==> src/design/iircx_pkg.sv <==
// ---------------------------------------------------------------------------
// iircx_pkg: shared types and constants
// Field widths, register codes, sequencer states and the control bundle of
// the shared multiply-accumulate unit of the complex IIR cascade.
// ---------------------------------------------------------------------------
package iircx_pkg;

   // Parameter defaults
   localparam int CHANNELS_DEF   = 16;
   localparam int MAX_STAGES_DEF = 3;

   // Field widths
   localparam int SAMPLE_W  = 24;
   localparam int CH_W      = 4;
   localparam int REG_W     = 32;
   localparam int CSR_IDX_W = 3;
   localparam int STAGE_W   = 2;
   localparam int COEF_REGS = 3;

   // Datapath widths and fixed-point positions
   localparam int DATA_W     = 32;   // delay part, 8 fraction bits
   localparam int COEF_W     = 16;   // Q2.14
   localparam int COEF_FRAC  = 14;
   localparam int GAIN_SHIFT = 8;    // Q16.16 times integer down to Q.8
   localparam int OUT_SHIFT  = 8;    // Q.8 down to integer
   localparam int PROD_W     = 2 * DATA_W;
   localparam int ACC_W      = 52;

   // Multiply-accumulate terms per section and counter widths
   localparam int MAC_TERMS = 8;
   localparam int STEP_W    = 4;
   localparam int TERM_W    = 3;

   // Configuration register indexes
   typedef enum logic [CSR_IDX_W-1:0] {
      CSR_STAGE_COUNT = 3'd0,
      CSR_GAIN        = 3'd1,
      CSR_ZERO_0      = 3'd2,
      CSR_ZERO_1      = 3'd3,
      CSR_ZERO_2      = 3'd4,
      CSR_POLE_0      = 3'd5,
      CSR_POLE_1      = 3'd6,
      CSR_POLE_2      = 3'd7
   } csr_index_type;

   // Sequencer states
   typedef enum logic [3:0] {
      ST_IDLE,
      ST_GAIN,
      ST_XLOAD,
      ST_BLOAD,
      ST_MAC,
      ST_ROUND,
      ST_STORE,
      ST_TAIL,
      ST_EMIT
   } state_type;

   // Control of the shared multiply-accumulate unit
   typedef struct packed {
      logic load;      // preset both accumulators from the section input
      logic mul_en;    // capture a new product
      logic acc_en;    // fold the held product into one accumulator
      logic acc_im;    // 1 selects the imaginary accumulator
      logic acc_sub;   // 1 subtracts the product
   } mac_ctl_type;

   typedef struct packed {
      logic acc_im;
      logic acc_sub;
   } term_type;

   // Where each of the eight complex products goes:
   //   re: -zr*ar +zi*ai +pr*br -pi*bi   im: -zr*ai -zi*ar +pr*bi +pi*br
   function automatic term_type mac_term(input logic [TERM_W-1:0] k);
      term_type t;
      case (k)
         3'd0:    t = '{acc_im: 1'b0, acc_sub: 1'b1};
         3'd1:    t = '{acc_im: 1'b0, acc_sub: 1'b0};
         3'd2:    t = '{acc_im: 1'b0, acc_sub: 1'b0};
         3'd3:    t = '{acc_im: 1'b0, acc_sub: 1'b1};
         3'd4:    t = '{acc_im: 1'b1, acc_sub: 1'b1};
         3'd5:    t = '{acc_im: 1'b1, acc_sub: 1'b1};
         3'd6:    t = '{acc_im: 1'b1, acc_sub: 1'b0};
         default: t = '{acc_im: 1'b1, acc_sub: 1'b0};
      endcase
      return t;
   endfunction

endpackage

==> src/design/iircx_mac.sv <==
// ---------------------------------------------------------------------------
// iircx_mac: shared multiplier and complex accumulator
// One registered 32x32 signed multiplier; its product is folded into the
// real or imaginary accumulator one term per cycle while acc_en is high.
// ---------------------------------------------------------------------------
module iircx_mac (
   input  logic                                clock,
   input  iircx_pkg::mac_ctl_type              ctl,
   input  logic signed [iircx_pkg::DATA_W-1:0] op_a,
   input  logic signed [iircx_pkg::DATA_W-1:0] op_b,
   input  logic signed [iircx_pkg::DATA_W-1:0] init_re,
   input  logic signed [iircx_pkg::DATA_W-1:0] init_im,
   output logic signed [iircx_pkg::PROD_W-1:0] prod,
   output logic signed [iircx_pkg::ACC_W-1:0]  acc_re,
   output logic signed [iircx_pkg::ACC_W-1:0]  acc_im
);
   import iircx_pkg::*;

   logic signed [PROD_W-1:0] prod_ff, prod_in;
   logic signed [ACC_W-1:0]  acc_re_ff, acc_re_in;
   logic signed [ACC_W-1:0]  acc_im_ff, acc_im_in;
   logic signed [ACC_W-1:0]  addend;
   logic signed [ACC_W-1:0]  acc_sel;
   logic signed [ACC_W-1:0]  acc_new;

   // Pick the accumulator and add or subtract the held product
   always_comb begin
      prod_in   = prod_ff;
      acc_re_in = acc_re_ff;
      acc_im_in = acc_im_ff;
      addend    = ACC_W'(prod_ff);
      acc_sel   = ctl.acc_im ? acc_im_ff : acc_re_ff;
      acc_new   = ctl.acc_sub ? (acc_sel - addend) : (acc_sel + addend);

      if (ctl.mul_en) begin
         prod_in = op_a * op_b;
      end

      if (ctl.load) begin
         acc_re_in = ACC_W'(init_re) <<< COEF_FRAC;
         acc_im_in = ACC_W'(init_im) <<< COEF_FRAC;
      end else if (ctl.acc_en) begin
         if (ctl.acc_im) begin
            acc_im_in = acc_new;
         end else begin
            acc_re_in = acc_new;
         end
      end
   end

   always_ff @(posedge clock) begin
      prod_ff   <= prod_in;
      acc_re_ff <= acc_re_in;
      acc_im_ff <= acc_im_in;
   end

   assign prod   = prod_ff;
   assign acc_re = acc_re_ff;
   assign acc_im = acc_im_ff;

endmodule

==> config.mk <==
export PLATFORM = sky130hd
export DESIGN_NAME = iircx_mac
export DESIGN_NICKNAME = d
export VERILOG_FILES = /design/src/design/iircx_pkg.sv /design/src/design/iircx_mac.sv
export SDC_FILE = /design/constraint.sdc
export NUM_CORES = 2
export LEC_CHECK = 0
export BUFFER_PORTS_ARGS = -buffer_cell sky130_fd_sc_hd__buf_2
export CORE_UTILIZATION = 40
export CTS_BUF_LIST = sky130_fd_sc_hd__clkbuf_8 sky130_fd_sc_hd__clkbuf_16
export DETAILED_ROUTE_END_ITERATION = 8
export GPL_TIMING_DRIVEN = 0
export SLEW_MARGIN = 20
export SYNTH_ARGS = -nofsm -noshare
export SYNTH_HDL_FRONTEND = slang
export SYNTH_SLANG_ARGS = --single-unit
==> constraint.sdc <==
create_clock -name clock -period 8.4 [get_ports clock]
set_clock_uncertainty 0.1 [all_clocks]
set_input_delay 0.84 -clock clock [delete_from_list [all_inputs] [get_ports clock]]
set_output_delay 0.84 -clock clock [all_outputs]
set_load 0.005 [all_outputs]
==> reports/results.tsv <==
metric	value	unit
commonest non-fill, non-tap cells in the layout	sky130_fd_sc_hd__fa_1 (1,045), sky130_fd_sc_hd__inv_1 (964), sky130_fd_sc_hd__nand2_1 (570), sky130_fd_sc_hd__and2_1 (519), sky130_fd_sc_hd__buf_2 (300)	
pin slew with the least headroom to its limit	1000	ps
vias post-DR	36300	
number of unique standard cell types used by synthesis	87	
post-synthesis sequential area ratio	10.2	%
starting density of the core	40.5	%
type of the worst setup path	input port to flip-flop	
half-perimeter wire length after placement	147000	um
core outline area	115000	sq um
number of antenna violations at the first check in global routing	12	
post-route setup TNS	0	ps
I/O Pins	302	
gate count after technology mapping	4834	
maximum buffer depth of the clock tree	2	
required time of the critical path	8540	ps
total number of nets in the final design	6662	
area of the die	118000	sq um
worst-skew pair later-pin latency	500	ps
final critical-path share of the clock period	99.0	%
largest net degree at the start of global routing	44	
Post-synth top flop	sky130_fd_sc_hd__edfxtp_1	
shortest clock period the worst path allows after layout	8320	ps
layout cells sized above 1	14.6	%
average cell area after synthesis	9.63	sq um
worst slew slack as a fraction of its limit	33.1	%
residual DRC count	0	
gr ovfl total	0	
tightest hold margin	393	ps
number of warning messages in the yosys log	0	
flip-flop and latch count after synthesis	168	
achievable clock frequency	120	MHz
final antenna-violating net count	0	
routability congestion estimate from global placement	1.05	
synth-to-layout area growth	13.0	%
Hold Violations, Final	0	
proportion of register bits with asynchronous set or reset after synthesis	0	%
clock sink count	168	
H-tree depth	4	
count of endpoints failing setup in the final report	0	
via count normalized by instance count	5.39	
number of buffers added by the clock tree synthesis step	17	
final wirelength	174000	um
top fanout value on the critical path	10	
synthesized netlist net count	6287	
detailed-route wire length per cell	25.9	um
sort of element at the end of the critical path	flip-flop	
number of pins with negative max-slew slack in the final report	0	
max-capacitance violation count	0	
Tot GR Track Use	30.1	%
first-pass iteration count of the detailed router	7	
CTS tree	built	
DR iter-0 viols	3138	
status	complete, no violations	
most common cell after layout, fill and taps aside	sky130_fd_sc_hd__fa_1	
global-route wire length before repair	254000	um
# rows	124	
worst hold path type	flip-flop to flip-flop	
Layout Cell Area excl Fill	52600	sq um
startpoint kind of the worst setup timing path	input port	
CTS clock-pin slew for the worst setup and hold paths	80	ps
horizontal die dimension	343	um
CTS Root Cell	sky130_fd_sc_hd__clkbuf_16	
placed cell area	50000	sq um
count of buffers inserted at the top-level ports	300	
number of global-route vias before repair	38100	
Post-synth EDFFs	140	
post-synthesis instance area	46600	sq um
Worst EP arrival	8460	ps
die span in y	343	um
hold_buf cts	0	
cell families (layout without fill, tap and decap cells):
family	after synthesis	in the layout	synth area share (%)
compound gates	500	500	7.27
xor+xnor	160	160	3.03
fa+ha+maj	1319	1319	52.9
buf+inv	1225	1613	9.88
flops	168	168	10.2
mux	56	56	1.34
other cells	0	4	0
simple gates	1406	1406	15.3
critical path, cell delays in order:
cell and delay [ps]:
sky130_fd_sc_hd__buf_2 190, sky130_fd_sc_hd__clkbuf_1 540, sky130_fd_sc_hd__and2_1 250, sky130_fd_sc_hd__fa_1 440
sky130_fd_sc_hd__fa_1 540, sky130_fd_sc_hd__fa_1 460, sky130_fd_sc_hd__fa_1 530, sky130_fd_sc_hd__fa_1 430
sky130_fd_sc_hd__fa_1 490, sky130_fd_sc_hd__fa_2 650, sky130_fd_sc_hd__inv_1 80, sky130_fd_sc_hd__fa_1 500
sky130_fd_sc_hd__inv_1 40, sky130_fd_sc_hd__ha_1 310, sky130_fd_sc_hd__buf_6 150, sky130_fd_sc_hd__nand4_1 200
sky130_fd_sc_hd__buf_4 200, sky130_fd_sc_hd__buf_4 120, sky130_fd_sc_hd__buf_4 120, sky130_fd_sc_hd__buf_4 120
sky130_fd_sc_hd__buf_4 120, sky130_fd_sc_hd__buf_4 130, sky130_fd_sc_hd__buf_4 130, sky130_fd_sc_hd__buf_4 120
sky130_fd_sc_hd__buf_4 120, sky130_fd_sc_hd__buf_4 120, sky130_fd_sc_hd__o41ai_2 380, sky130_fd_sc_hd__xor2_1 100
routing by layer:
metal	GRT usage (%)	part of all wire [%]	wire, um
met5	0	0.019	33
met4	13.8	5.4	9440
met3	6.34	9.7	16900
met2	48.9	46	80300
met1	38.5	39	67700
registers in the layout, indices dropped and copies added (netlist names):
register,count
acc_re,52
acc_im,52
prod,64
what timing repair did:
action	in CTS	in global routing
gates cloned	0	2
setup buffers	19	37
endpoints found under the setup margin	32	21
resized for setup	264	446
pin swaps	15	68
final cells by class:
| cell class | instances | area [sq um] |
|---|---|---|
| Buffer | 242 | 1840 |
| Multi-Input combinational cell | 3441 | 37600 |
| Antenna cell | 4 | 10.0 |
| Clock inverter | 15 | 170 |
| Tap cell | 1512 | 1890 |
| Inverter | 978 | 3690 |
| Clock buffer | 17 | 425 |
| Sequential cell | 168 | 4760 |
| Fill cell | 11100 | 62200 |
| Timing Repair Buffer | 361 | 2160 |
worst paths after layout:
check	slack, ps	from	end	depth (start not counted)
max	80	op_b[29]	prod[50]	28
min reg2reg	390	acc_im[10]	acc_im[10]	2
min	390	acc_im[10]	acc_im[10]	2
max reg2reg	2500	prod[3]	acc_re[48]	19
metrics by stage:
| stage | instances | setup slack (ps) | util (%) |
|---|---|---|---|
| floorplan | 4834 | 26.1 | - |
| detailed placement | 6649 | -2460 | 43.6 |
| CTS | 6697 | -9.75 | 44.7 |
| finish | 6738 | 81.7 | 45.8 |
| global placement | 6646 | -2850 | 43.5 |
| global route | 6735 | -57.5 | 45.8 |
synth_stat cells (36+ instances only):
library cell,n,share of area [%]
sky130_fd_sc_hd__nor2_1,103,0.83
sky130_fd_sc_hd__ha_1,236,6.3
sky130_fd_sc_hd__a22o_1,76,1.4
sky130_fd_sc_hd__a21oi_1,160,1.7
sky130_fd_sc_hd__fa_1,1083,47
sky130_fd_sc_hd__nand2_1,574,4.6
sky130_fd_sc_hd__edfxtp_1,140,9.0
sky130_fd_sc_hd__inv_1,976,7.9
sky130_fd_sc_hd__xnor2_1,120,2.3
sky130_fd_sc_hd__and2_1,522,7.0
sky130_fd_sc_hd__mux2_2,50,1.2
sky130_fd_sc_hd__xor2_1,39,0.73
sky130_fd_sc_hd__nand4_1,36,0.48
sky130_fd_sc_hd__clkbuf_1,240,1.9
sky130_fd_sc_hd__o21ai_0,76,0.82
sky130_fd_sc_hd__a21o_1,67,1.1
Power is left out: the tool's default activity adds up to more than one toggle a clock period on the data nets, which glitch-free logic cannot reach.
